**src/hw/rtl/xpbt_pkg.sv**
```systemverilog
// Package: shared types and constants for the XOR prefix bucket table
`timescale 1ns / 1ps
`default_nettype none
package xpbt_pkg;
    localparam int NUM_BUCKETS  = 64;
    localparam int BUCKET_BITS  = 6;
    localparam int TTL_BITS     = 23;
    localparam int TIME_BITS    = 32;
    localparam int STATUS_BITS  = 2;
    localparam int MS_PER_SEC   = 1000;
    localparam int LIMIT_BITS   = 33;

    typedef enum logic [0:0] {
        CMD_STORE = 1'b0,
        CMD_FIND  = 1'b1
    } command_t;

    typedef enum logic [1:0] {
        ST_STORED   = 2'd0,
        ST_FULL     = 2'd1,
        ST_FOUND    = 2'd2,
        ST_NOTFOUND = 2'd3
    } status_t;

    typedef enum logic [2:0] {
        BK_IDLE,
        BK_FILL,
        BK_READ,
        BK_CHECK,
        BK_MULT,
        BK_DONE
    } back_state_t;

    typedef struct packed {
        logic [0:0]            command;
        logic [63:0]           key;
        logic [63:0]           store_value;
        logic [TTL_BITS-1:0]   ttl_seconds;
        logic [TIME_BITS-1:0]  now_ms;
        logic [BUCKET_BITS-1:0] bucket;
    } work_t;
endpackage
`default_nettype wire

```
**src/hw/rtl/xpbt_if.sv**
```systemverilog
// Interfaces: valid/ready channels for requests, results and configuration
`timescale 1ns / 1ps
`default_nettype none
interface xpbt_req_if;
    logic        valid;
    logic        ready;
    logic [0:0]  command;
    logic [63:0] key;
    logic [63:0] store_value;
    logic [22:0] ttl_seconds;
    logic [31:0] now_ms;
    modport source (output valid, command, key, store_value, ttl_seconds, now_ms,
                    input ready);
    modport sink (input valid, command, key, store_value, ttl_seconds, now_ms,
                  output ready);
endinterface

`default_nettype wire

```
**src/hw/rtl/xpbt_front.sv**
```systemverilog
// Front end: accepts requests, computes the bucket index, registers the work item
`timescale 1ns / 1ps
`default_nettype none
module xpbt_front #(
    parameter int KEY_BITS   = 64,
    parameter int VALUE_BITS = 64
) (
    input  wire logic          clk,
    input  wire logic          rst_n,
    input  wire logic [63:0]   local_id,
    xpbt_req_if.sink           req,
    output xpbt_pkg::work_t    out_work,
    output logic               out_valid,
    input  wire logic          out_ready
);
    import xpbt_pkg::*;

    logic [KEY_BITS-1:0]    diff;
    logic [BUCKET_BITS-1:0] bkt;
    logic [63:0]            key_n;
    logic [63:0]            val_n;
    logic                   valid_reg;
    work_t                  work_reg;

    always_comb
    begin
        diff = req.key[KEY_BITS-1:0] ^ local_id[KEY_BITS-1:0];
        bkt  = '0;
        for (int i = 0; i < KEY_BITS; i++)
        begin
            if (diff[i])
            begin
                bkt = BUCKET_BITS'(KEY_BITS - 1 - i);
            end
        end
        key_n = 64'(req.key[KEY_BITS-1:0]);
        val_n = 64'(req.store_value[VALUE_BITS-1:0]);
    end

    assign req.ready = !valid_reg || out_ready;
    assign out_valid = valid_reg;
    assign out_work  = work_reg;

    always_ff @(posedge clk or negedge rst_n)
    begin
        if (!rst_n)
        begin
            valid_reg <= 1'b0;
        end
        else if (req.ready)
        begin
            valid_reg <= req.valid;
        end
    end

    always_ff @(posedge clk)
    begin
        if (req.valid && req.ready)
        begin
            work_reg <= '{command: req.command, key: key_n, store_value: val_n,
                          ttl_seconds: req.ttl_seconds, now_ms: req.now_ms,
                          bucket: bkt};
        end
    end
endmodule
`default_nettype wire

```
**src/flat_wrapper.sv**
```systemverilog
// flat-port wrapper written by rule: the top's interface ports become plain ports
module xpbt_front_flat import xpbt_pkg::*;
#(
    parameter int KEY_BITS   = 64,
    parameter int VALUE_BITS = 64
)
  (clk, rst_n, local_id, out_work, out_valid, out_ready, req_valid, req_command, req_key, req_store_value, req_ttl_seconds, req_now_ms, req_ready);
  xpbt_req_if req_i ();
  input  wire logic clk;
  input  wire logic rst_n;
  input  wire logic [63:0] local_id;
  output xpbt_pkg::work_t out_work;
  output logic out_valid;
  input  wire logic out_ready;
  input wire logic [$bits(req_i.valid)-1:0] req_valid;
  input wire logic [$bits(req_i.command)-1:0] req_command;
  input wire logic [$bits(req_i.key)-1:0] req_key;
  input wire logic [$bits(req_i.store_value)-1:0] req_store_value;
  input wire logic [$bits(req_i.ttl_seconds)-1:0] req_ttl_seconds;
  input wire logic [$bits(req_i.now_ms)-1:0] req_now_ms;
  output wire logic [$bits(req_i.ready)-1:0] req_ready;
  assign req_i.valid = req_valid;
  assign req_i.command = req_command;
  assign req_i.key = req_key;
  assign req_i.store_value = req_store_value;
  assign req_i.ttl_seconds = req_ttl_seconds;
  assign req_i.now_ms = req_now_ms;
  assign req_ready = req_i.ready;
  xpbt_front #(.KEY_BITS(KEY_BITS), .VALUE_BITS(VALUE_BITS)) u_core (.clk(clk), .rst_n(rst_n), .local_id(local_id), .req(req_i), .out_work(out_work), .out_valid(out_valid), .out_ready(out_ready));
endmodule
```
**config.mk**
```make
export PLATFORM = sky130hd
export DESIGN_NAME = xpbt_front_flat
export DESIGN_NICKNAME = d
export VERILOG_FILES = /design/src/hw/rtl/xpbt_pkg.sv /design/src/hw/rtl/xpbt_if.sv /design/src/hw/rtl/xpbt_front.sv /design/src/flat_wrapper.sv
export SDC_FILE = /design/constraint.sdc
export NUM_CORES = 1
export LEC_CHECK = 0
export BUFFER_PORTS_ARGS = -buffer_cell sky130_fd_sc_hd__buf_2
export CAP_MARGIN = 20
export CORE_AREA = 2 2 170 172
export CTS_CLUSTER_DIAMETER = 150
export DETAILED_ROUTE_END_ITERATION = 8
export DIE_AREA = 0 0 172 174
export GPL_ROUTABILITY_DRIVEN = 1
export PLACE_DENSITY = 0.54
export SYNTH_ARGS = -nofsm -noshare
export SYNTH_HDL_FRONTEND = slang
export SYNTH_SLANG_ARGS = --single-unit
```
**constraint.sdc**
```tcl
create_clock -name clk -period 5.3 [get_ports clk]
set_input_delay 1.06 -clock clk [delete_from_list [all_inputs] [get_ports clk]]
set_output_delay 1.06 -clock clk [all_outputs]
set_load 0.01 [all_outputs]
```
==> results.ini <==
[timing]
timing.setup.tns_ps = 0
hold_viol_final = 0
rsz0062_at_grt = false
worst_pin_slew_ps = 796
maxSlewHeadroom_pct = 46.5
report.final.setup_viol = 0
timing.clock.skew_ps = 8.09
max_clock_freq_mhz = 357
hold_slack_ps = 383
timing.final.max_slew_violations = 0
layout_worst_path_cycle_share_pct = 52.9
period_needed_ps = 2800

[final_layout]
area_growth_syn_to_layout_pct = 46.5
multi_input_comb_area_mm2 = 0.00145
layout.cells.most_common = buf_2
nNetsFinal = 1115
layout.cells.most_common_list = buf_2, edfxtp_1, xnor2_1
final_layout_size_suffix_gt1_share_pct = 55.3
regArea_mm2 = 0.00573
diodes = 0
fill_cells = 2846

[power_and_ir_drop]
p_comb_share_pct = 11.9
power.switching_fraction_pct = 25.3
power.density_cell_area_mw_per_mm2 = 338
total_leakage_power_nw = 4.34
sequentialPowerShare_pct = 50.0
share_clk_of_total_power_pct = 38.1
ir_drop_uv = 142
totalPowerFinal_mw = 3.56
cell_internal_pwr_mw = 2.66
p_sw_mw = 0.901

[grt]
congestion_overflow_gr = 0
antenna_found_initial = 0
globalRoute.busiestLayer = met2
grt_pass1_wl_um = 31500
number_of_global_route_vias_before_repair = 5285
grt_start_max_net_pins = 114
grt_util_met3_pct = 6.08
grt_util_all_layers_pct = 14.6
grt_use_met2_pct = 25.1
grt_use_met1_pct = 15.8

[worst_setup_path]
data_arrival_at_the_endpoint_of_the_critical_path_ps = 2960
timing.rr.start = u_core.out_valid
timing.reg2reg.setup_slack_ps = 3320
timing.critical_path.from_type = primary input
rr_worst_depth = 3
highest_fanout_seen_on_the_critical_path = 5
worstReg2RegEnd = u_core.out_work[140]
worst-endpoint-required_ps = 5460
timing.setup.critical_path_class = primary input to flop
crit_path_end_kind = flop

[floorplan]
placementRows = 62
die_height_um = 174
io_pins = 444
die_area_mm2 = 0.0299
initial_utilization_pct = 25.5
core_area_mm2 = 0.0282
floorplan.die.width_um = 172

[job]
cap_viol_max_count = 0

[clocking]
worstSkewPairLatency_ps = 430
worst_setup_hold_path_clk_slew_ps = 80
cts_tree = built
cts_max_path_buffers = 2
ctsHoldBuffers = 0
htree_levels = 4
cts_setup_buffers = 0
root_buffer = clkbuf_16
cts-buffers-inserted = 17
cts.repair.resized = 0
cts.sinks = 191

[detailed_routing]
drtIter0Drc = 304
postRouteWirelength_um = 22700
vias_per_std_cell = 4.17
detail_route.wl_per_cell_um = 18.0
drt_first_pass_iters = 4
final_antenna_net_count = 0
drc = 0
route.vias.total = 5250

[logic_synthesis]
synth-warning-count = 0
synth_edf_count = 190
mappedNetlistArea_mm2 = 0.00719
ys_types = 44
mappedNetlistNets = 651
postSynth.asyncResetShare_pct = 0.524
synth.ff_latch_count = 191
syn_area_per_cell_um2 = 18.0
seq_area_frac_synth_pct = 79.7
syn_inst = 399
synth_flop_cell = edfxtp_1

[place]
portBuffers = 443
gp_routability_congestion = 0.759
hpwlAfterDp_um = 18300

[status]
status = finished, final reports clean

[min_path]
holdCritPathClass = primary input to async pin

==> per-stage QoR <==
stage          worst slack [ps]  utilization, %  cells  area (µm²)
2_1_floorplan              1250               -    399        7190
3_3_place_gp               2040            35.1   1228        9910
3_5_place_dp               2060            35.1   1228        9910
4_1_cts                    2550            37.3   1260       10500
5_1_grt                    2460            37.3   1260       10500
6_report                   2500            37.3   1260       10500
==> layout make-up <==
type / instances / share of cell area [%]
well taps: 384 / 4.56
clock buffers: 18 / 4.08
clock inverters: 14 / 1.77
multi-input cells: 205 / 13.7
flip-flops and latches: 191 / 54.4
inverters: 3 / 0.107
repair buffers: 445 / 21.3
==> critical path, cell delays in order <==
cell and delay, ps:
buf_2 130, xor2_1 190, nor2_1 280, and3_1 340, nand2_1 90, a2111oi_0 670
o32ai_1 200
==> power by group through the flow <==
stage	logic [mW]	registers (mW)	clock network [mW]
3_5_place_dp	0.432	1.81	0
5_1_grt	0.468	1.79	1.46
3_3_place_gp	0.429	1.81	0
6_report	0.424	1.78	1.36
2_1_floorplan	0.134	1.87	0
4_1_cts	0.433	1.78	1.40
==> cells in the mapped netlist (3+ instances only) <==
library cell / number / area [µm²]
edfxtp_1: 190 / 5710
xnor2_1: 37 / 324
xor2_1: 30 / 263
nand2_1: 25 / 93.8
nor2_1: 14 / 52.6
a21oi_1: 8 / 40.0
o21ai_0: 8 / 40.0
nand3_1: 7 / 35.0
nand2b_1: 6 / 37.5
nor4_1: 6 / 37.5
and2_1: 5 / 31.3
nand4_1: 5 / 31.3
nor2b_1: 5 / 31.3
o211ai_1: 5 / 37.5
a211oi_1: 4 / 30.0
nor3_1: 4 / 20.0
a311oi_1: 3 / 26.3
a41oi_1: 3 / 26.3
inv_1: 3 / 11.3
or2_1: 3 / 18.8
==> worst max path at each step <==
stage                 startpoint                 end  slack [ps]  cells past startpoint
floorplan              out_ready  u_core.out_work[0]        1250                      2
global placement     req_key[33]  u_core.out_work[2]        2040                      7
detailed placement   req_key[33]  u_core.out_work[2]        2060                      7
CTS                  req_key[33]  u_core.out_work[2]        2550                      7
global route        local_id[10]  u_core.out_work[2]        2460                      7
finish               req_key[33]  u_core.out_work[2]        2500                      7
==> cells by family (layout without fill, tap and decap cells) <==
kind of cell	count (synthesis)	count (layout)	synth area share, %
flops	191	191	79.7
simple gates	87	87	6.25
xor+xnor	70	70	9.00
compound gates	48	48	4.86
buf+inv	3	480	0.157
==> metal layers <==
layer | vias to the layer above | part of all wire (%)
met5 | - | 0
met4 | 0 | 2.7
met3 | 33 | 9.7
met2 | 261 | 50
met1 | 2483 | 37
li1 | 2473 | -
==> registers in the layout (all words and copies together), names as in the netlist <==
register and cells:
u_core.out_valid 1, u_core.out_work 190
No activity file was read; power rests on OpenSTA's default activity.
