File: src/hw/rtl/xpbt_pkg.sv
// Package: shared types and constants for the XOR prefix bucket table
`timescale 1ns / 1ps
`default_nettype none
package xpbt_pkg;
    localparam int NUM_BUCKETS  = 64;
    localparam int BUCKET_BITS  = 6;
    localparam int TTL_BITS     = 23;
    localparam int TIME_BITS    = 32;
    localparam int STATUS_BITS  = 2;
    localparam int MS_PER_SEC   = 1000;
    localparam int LIMIT_BITS   = 33;

    typedef enum logic [0:0] {
        CMD_STORE = 1'b0,
        CMD_FIND  = 1'b1
    } command_t;

    typedef enum logic [1:0] {
        ST_STORED   = 2'd0,
        ST_FULL     = 2'd1,
        ST_FOUND    = 2'd2,
        ST_NOTFOUND = 2'd3
    } status_t;

    typedef enum logic [2:0] {
        BK_IDLE,
        BK_FILL,
        BK_READ,
        BK_CHECK,
        BK_MULT,
        BK_DONE
    } back_state_t;

    typedef struct packed {
        logic [0:0]            command;
        logic [63:0]           key;
        logic [63:0]           store_value;
        logic [TTL_BITS-1:0]   ttl_seconds;
        logic [TIME_BITS-1:0]  now_ms;
        logic [BUCKET_BITS-1:0] bucket;
    } work_t;
endpackage
`default_nettype wire

File: src/hw/rtl/xpbt_queue.sv
// Two-entry queue between front end and back end
`timescale 1ns / 1ps
`default_nettype none
module xpbt_queue (
    input  wire logic             clk,
    input  wire logic             rst_n,
    input  wire xpbt_pkg::work_t  in_work,
    input  wire logic             in_valid,
    output logic                  in_ready,
    output xpbt_pkg::work_t       out_work,
    output logic                  out_valid,
    input  wire logic             out_ready
);
    import xpbt_pkg::*;

    work_t      mem_reg [2];
    logic       wr_ptr_reg;
    logic       rd_ptr_reg;
    logic [1:0] count_reg;
    logic       push;
    logic       pop;

    assign in_ready  = count_reg != 2'd2;
    assign out_valid = count_reg != 2'd0;
    assign out_work  = mem_reg[rd_ptr_reg];
    assign push      = in_valid && in_ready;
    assign pop       = out_valid && out_ready;

    always_ff @(posedge clk or negedge rst_n)
    begin
        if (!rst_n)
        begin
            wr_ptr_reg <= 1'b0;
            rd_ptr_reg <= 1'b0;
            count_reg  <= 2'd0;
        end
        else
        begin
            if (push)
            begin
                wr_ptr_reg <= !wr_ptr_reg;
            end
            if (pop)
            begin
                rd_ptr_reg <= !rd_ptr_reg;
            end
            count_reg <= count_reg + 2'(push) - 2'(pop);
        end
    end

    always_ff @(posedge clk)
    begin
        if (push)
        begin
            mem_reg[wr_ptr_reg] <= in_work;
        end
    end
endmodule
`default_nettype wire

File: config.mk
export PLATFORM = sky130hd
export DESIGN_NAME = xpbt_queue
export DESIGN_NICKNAME = d
export VERILOG_FILES = /design/src/hw/rtl/xpbt_pkg.sv /design/src/hw/rtl/xpbt_queue.sv
export SDC_FILE = /design/constraint.sdc
export NUM_CORES = 1
export LEC_CHECK = 0
export BUFFER_PORTS_ARGS = -buffer_cell sky130_fd_sc_hd__clkbuf_2
export CAP_MARGIN = 20
export CORE_MARGIN = 2
export CORE_UTILIZATION = 40
export DETAILED_ROUTE_END_ITERATION = 8
export SLEW_MARGIN = 10
export SYNTH_ARGS = -nofsm -noshare
export SYNTH_HDL_FRONTEND = slang
export SYNTH_SLANG_ARGS = --single-unit
File: constraint.sdc
create_clock -name clk -period 21.8 [get_ports clk]
set_clock_uncertainty 0.1 [all_clocks]
set_input_delay 2.18 -clock clk [delete_from_list [all_inputs] [get_ports clk]]
set_output_delay 2.18 -clock clk [all_outputs]
set_load 0.05 [all_outputs]
==> metrics.yaml, run 1 <==
status:
  status: "complete, no violations"
global_route:
  grt_max_degree: 73
  grt_antenna_before_repair: 1
  grt_overflow: 0
  grt_pass1_wl_um: 42000
  grt_use_total: 0.152
  grt_pass1_vias: 7456
power_and_ir_drop:
  pwr-share-seq: 0.369
  ir_drop_mv: 0.115
  p_int_w: 0.00172
  clock_power_share: 0.238
  p_comb_frac: 0.393
  switching_share: 0.406
  cellPowerDensity_nw_per_um2: 164
  cellLeakagePower_nw: 6.67
  p_sw_w: 0.00118
final_layout:
  final_cells: 1514
  finish.instance_area_um2: 17700
  post_route_cells_drive_above_1_share: 0.612
  largest_reg_flops: 380
  areaGrowthSynthToFinish_pct: 26.4
  final_common_cell: "clkbuf_2"
  fillers: 2898
  nets: 1223
  layout_common_cells: "clkbuf_2, edfxtp_1, mux2_2"
clock_network:
  clk_latency_ns: 0.53
  cts_hold_buffers: 0
  numCtsBuffers: 42
  cts-resized-gates: 0
  cts_tree: "built"
  postCtsSetupRepairBufs: 0
  htreeDepth: 2
  root_buffer: "clkbuf_16"
  clockBufferDepth: 3
  cts_sinks: 384
  path_clk_slew_ns: 0.05
synth:
  yosysWarnings: 0
  ys_seq_area_frac: 0.822
  syn_nets: 808
  synth_area_um2: 14000
  synthCells: 613
  ys_seq_elements: 384
  ys_types: 18
  synth_area_per_cell_um2: 22.8
worst_setup_path:
  cp_slowest_cell: "dfrtp_4"
  crit_type: "flop to output pin"
  cp.arrival_ns: 3.21
  worstPathCellList: "buf_4 > mux2_2 > clkbuf_2"
  r2r_slack_ns: 18.77
  cp_slowest_stage_delay_ns: 1.03
  path_buf_inv: 2
  worst_path_dominant_cell_family: "buffers and inverters"
  crit_path_max_fanout: 70
  end_kind: "output pin"
  critPathLaunchType: "flop"
  critical_path_required_ns: 19.52
routing:
  drt.antenna.violating_nets: 0
  route.vias.total: 7184
  drc: 0
  routed_wl_um: 28800
  drtPass1Iterations: 4
  drtIter0Drc: 308
  post_drt_wl_per_cell_um: 19.0
  vias_per_cell: 4.75
sta:
  timing.slew.headroom: 0.309
  rsz0062_at_grt: "false"
  drv_slew: 0
  timing.fmax_mhz: 182
  final_hold_viol_count: 0
  timing.final.crit_share: 0.252
  period_needed_ns: 5.49
  finalSetupTns_ns: 0
  setup_viol: 0
  worst_pin_slew_ns: 1.04
die:
  die-area_um2: 36500
  dieWidth_um: 191
  fp.dieH_um: 191
  ioPinCount: 386
  core_area_um2: 34500
  initial_core_util: 0.405
  num_rows: 68
placed_design:
  placed_area_um2: 16300
  dp.final_hpwl_um: 19000
  dp_cells: 1439
  gp_congestion: 0.764
  port_buffers: 385
worst_hold_path:
  hold_class: "flop to flop"
job:
  cap_violations: 0
[worst register-to-register path, cell delays in order, from the launching register on]
cell and delay (ns):
dfrtp_1 0.41, nand2b_1 0.18, nand2_1 0.13, nor2_4 0.40, buf_4 0.54, buf_4 0.83
[logic make-up after synthesis]
kind of cell | synth area share
adder cells (fa/ha/maj) | 0.000893
multiplexers | 0.153
AND/OR/NAND/NOR | 0.00429
AO/OA/AOI/OAI | 0.00170
buffers and inverters | 0.0164
flip-flops | 0.822
XOR/XNOR | 0.00188
[metal layers]
| metal | track usage | up-vias | part of all wire |
|---|---|---|---|
| li1 | - | 3291 | - |
| met1 | 0.176 | 3572 | 0.38 |
| met2 | 0.257 | 266 | 0.50 |
| met3 | 0.0582 | 55 | 0.092 |
| met4 | 0.0556 | 0 | 0.025 |
| met5 | 0 | - | 0 |
[stage by stage]
stage	hold WS, ns	power [W]	setup WS, ns	utilization
after global placement	0.439	0.00224	16.86	0.473
final	0.455	0.00291	16.31	0.512
after global routing	0.478	0.00302	16.11	0.512
after detailed placement	0.445	0.00224	16.85	0.473
after floorplan	0.360	0.00203	10.80	-
after CTS	0.460	0.00295	16.26	0.512
[Yosys cell counts, drive strengths merged]
library cell	count	area, um^2
buf	21	229
mux2	190	2140
and3	1	7.51
o21ai	1	5.00
or2	1	6.26
dfrtp	4	100
nor4bb	1	10.0
ha	1	12.5
a311oi	1	8.76
nand3	1	5.00
xnor2	3	26.3
edfxtp	380	11400
o21ba	1	10.0
nand2b	1	6.26
nor2b	1	6.26
nand2	2	7.51
nor2	3	11.3
[worst paths after layout]
path                                   startpoint                   endpoint  cells after the start
setup reg to reg           count_reg[0]$_DFF_PN0_  mem_reg[0][133]$_DFFE_PP_                      5
hold / removal             wr_ptr_reg$_DFFE_PN0P_     wr_ptr_reg$_DFFE_PN0P_                      1
hold reg to reg            wr_ptr_reg$_DFFE_PN0P_     wr_ptr_reg$_DFFE_PN0P_                      1
max in group asynchronous                   rst_n     rd_ptr_reg$_DFFE_PN0P_                      1
min in group asynchronous                   rst_n     count_reg[0]$_DFF_PN0_                      1
setup / recovery           rd_ptr_reg$_DFFE_PN0P_              out_work[135]                      3
[power by group through the flow]
stage	clock network (W)	registers, W	logic, W
after floorplan	0	0.00108	0.000952
after global placement	0	0.00108	0.00115
after detailed placement	0	0.00109	0.00115
after CTS	0.000713	0.00108	0.00116
after global routing	0.000741	0.00109	0.00120
final	0.000692	0.00107	0.00114
[cell type report]
class	instances	area, um^2	share of cell area
antenna	1	2.50	0.000141
clock buffer	51	1150	0.0649
clock inverter	23	214	0.0121
multi-input combinational	208	2270	0.128
sequential	384	11500	0.650
tap	455	569	0.0322
timing repair buffer	392	1980	0.112
Note: power is estimated with default switching activity, not from simulation.
==> run 2: changes to the inputs <==
--- a/config.mk
+++ b/config.mk
@@ -10,6 +10,7 @@
 export CORE_MARGIN = 2
 export CORE_UTILIZATION = 40
 export DETAILED_ROUTE_END_ITERATION = 8
+export PLACE_DENSITY = 0.66
 export SLEW_MARGIN = 10
 export SYNTH_ARGS = -nofsm -noshare
 export SYNTH_HDL_FRONTEND = slang
==> constraint.sdc (replaced) <==
create_clock -name clk -period 4.61 [get_ports clk]
set_clock_uncertainty 0.1 [all_clocks]
set_input_delay 0.461 -clock clk [delete_from_list [all_inputs] [get_ports clk]]
set_output_delay 0.461 -clock clk [all_outputs]
set_load 0.05 [all_outputs]
==> run 2 against run 1 <==
  * Combinational power rose to 4.9 times the previous value
  * Utilization barely moved
  * Power increased to 4.7 times the previous value
  * Flip-flop and latch count did not move
  * Largest power group unchanged
==> metrics.yaml, run 2 (synthesis gave the netlist of run 1 again) <==
clock_network:
  clk_latency_ns: 0.51  # -0.02 ns
  numCtsBuffers: 41  # -2.4%
  postCtsSetupRepairBufs: 0  # unchanged
  cts_tree: "built"
  path_clk_slew_ns: 0.06  # about the same
  htreeDepth: 2  # unchanged
  root_buffer: "clkbuf_16"
  cts_sinks: 384  # unchanged
  clockBufferDepth: 3  # unchanged
worst_setup_path:
  ff2ff_path_depth: 3  # -2
  reg2reg_from: "count_reg[0]$_DFF_PN0_"
  critical_path_required_ns: 4.05  # -15.47 ns
  critPathLaunchType: "flop"
  cp.arrival_ns: 2.24  # -0.97 ns
  end_kind: "output pin"
  crit_path_max_fanout: 114  # +63%
  reg2reg_to: "mem_reg[1][27]$_DFFE_PP_"
  r2r_slack_ns: 2.23  # -16.54 ns
  crit_type: "flop to output pin"
power_and_ir_drop:
  total_power_w: 0.0136  # +370%
  ir_drop_mv: 0.482  # +320%
  cellLeakagePower_nw: 6.66  # -0.18%
  cellPowerDensity_nw_per_um2: 771  # +370%
worst_hold_path:
  hold_class: "primary input to flop"
  worst_hold_startpoint: "in_work[30]"
  whs_endpoint: "mem_reg[1][30]$_DFFE_PP_"
  hold_depth: 1  # unchanged
final_layout:
  post_route_cells_drive_above_1_share: 0.607  # -0.00415
  ff_latch_area_um2: 11500  # unchanged
  fillers: 2900  # +0.069%
  largest_reg_flops: 380  # unchanged
  layout_common_cells: "clkbuf_2, edfxtp_1, mux2_2"
  multi_input_area_um2: 2270  # unchanged
  areaGrowthSynthToFinish_pct: 26.4  # about the same
  finish.instance_area_um2: 17700  # about the same
  final_common_cell: "clkbuf_2"
  postLayoutCoreUtil: 0.512  # about the same
  nets: 1223  # unchanged
routing:
  drtPass1Iterations: 4  # unchanged
  post_drt_wl_per_cell_um: 18.2  # -4.4%
  vias_per_cell: 4.69  # -1.2%
  drt.antenna.violating_nets: 0  # unchanged
  drc: 0  # unchanged
  drtIter0Drc: 352  # +14%
  route.vias.total: 7103  # -1.1%
  routed_wl_um: 27500  # -4.3%
sta:
  worst_pin_slew_ns: 1.07  # +0.0308 ns
  drv_slew: 0  # unchanged
  period_needed_ns: 2.80
  setup_viol: 0  # unchanged
  timing.fmax_mhz: 357
  final_hold_viol_count: 0  # unchanged
  timing.slew.headroom: 0.289  # -0.0205
  rsz0062_at_grt: "false"
  finalSetupTns_ns: 0  # unchanged
  timing.final.crit_share: 0.608
  worst_slack_ns: 1.81  # -14.50 ns
placed_design:
  dp.final_hpwl_um: 18100  # -4.7%
  port_buffers: 385  # unchanged
  placed_area_um2: 16400  # +0.31%
  pre_cts_slack_ns: 2.16  # -14.68 ns
  gp_congestion: 0.711  # -6.9%
global_route:
  grt.busiest_layer: "met2"
  gr-usage-met1: 0.162  # -0.0146
  grt_use_total: 0.143  # -0.00944
  grt_pass1_vias: 7287  # -2.3%
  grt_overflow: 0  # unchanged
  grt_max_degree: 115  # +58%
  gr-usage-met2: 0.247  # -0.0105
  met3_usage: 0.0529  # -0.00532
  grt_antenna_before_repair: 3  # +2
  grt_pass1_wl_um: 40000  # -4.9%
die:
  initial_core_util: 0.405  # unchanged
  ioPinCount: 386  # unchanged
  core_area_um2: 34500  # unchanged
  die-area_um2: 36500  # unchanged
  dieWidth_um: 191  # unchanged
  num_rows: 68  # unchanged
  fp.dieH_um: 191  # unchanged
job:
  cap_violations: 0  # unchanged
status:
  status: "complete, no violations"
run 2: routing by layer:
| metal | part of all wire | routed length (um) | up-vias |
|---|---|---|---|
| li1 | - | - | 3294 |
| met1 | 0.38 | 10400 | 3482 |
| met2 | 0.50 | 13800 | 273 |
| met3 | 0.093 | 2570 | 54 |
| met4 | 0.029 | 809 | 0 |
| met5 | 0 | 0 | - |
run 2: worst max-delay path: stages (launching register included):
cell and delay [ns]:
dfrtp_4 0.44, buf_12 0.43, mux2_2 0.42, clkbuf_2 0.25
run 2: what timing repair did:
| item | in CTS | in global routing |
|---|---|---|
| gates resized for setup | 0 | 0 |
| hold buffers | 1 | 0 |
| endpoints found under the hold margin | 4 | 0 |
run 2: power by group:
group | switching (W) | internal, W
sequential | 0.000160 | 0.00478
clock | 0.00122 | 0.00191
combinational | 0.00415 | 0.00142
run 2: final cells by class:
cell class	instances	area share
timing repair buffer	393	0.115
sequential	384	0.651
tap	455	0.0322
multi-input combinational	208	0.128
antenna	3	0.000424
clock inverter	21	0.0127
clock buffer	51	0.0601
run 2: worst max path at each step:
stage	start	end	slack (ns)
3_5_place_dp	in_valid	mem_reg[1][124]$_DFFE_PP_	2.16
5_1_grt	rd_ptr_reg$_DFFE_PN0P_	out_work[137]	1.73
4_1_cts	rd_ptr_reg$_DFFE_PN0P_	out_work[175]	1.82
3_3_place_gp	in_valid	mem_reg[1][147]$_DFFE_PP_	2.15
2_1_floorplan	count_reg[0]$_DFF_PN0_	mem_reg[0][0]$_DFFE_PP_	0.16
6_report	rd_ptr_reg$_DFFE_PN0P_	out_work[155]	1.81
run 2: stage by stage:
step	hold slack (ns)	std cells
after global placement	0.190	1439
after CTS	0.00823	1512
after detailed placement	0.194	1439
final	0.0364	1515
after global routing	0.0168	1515
after floorplan	0.0654	613
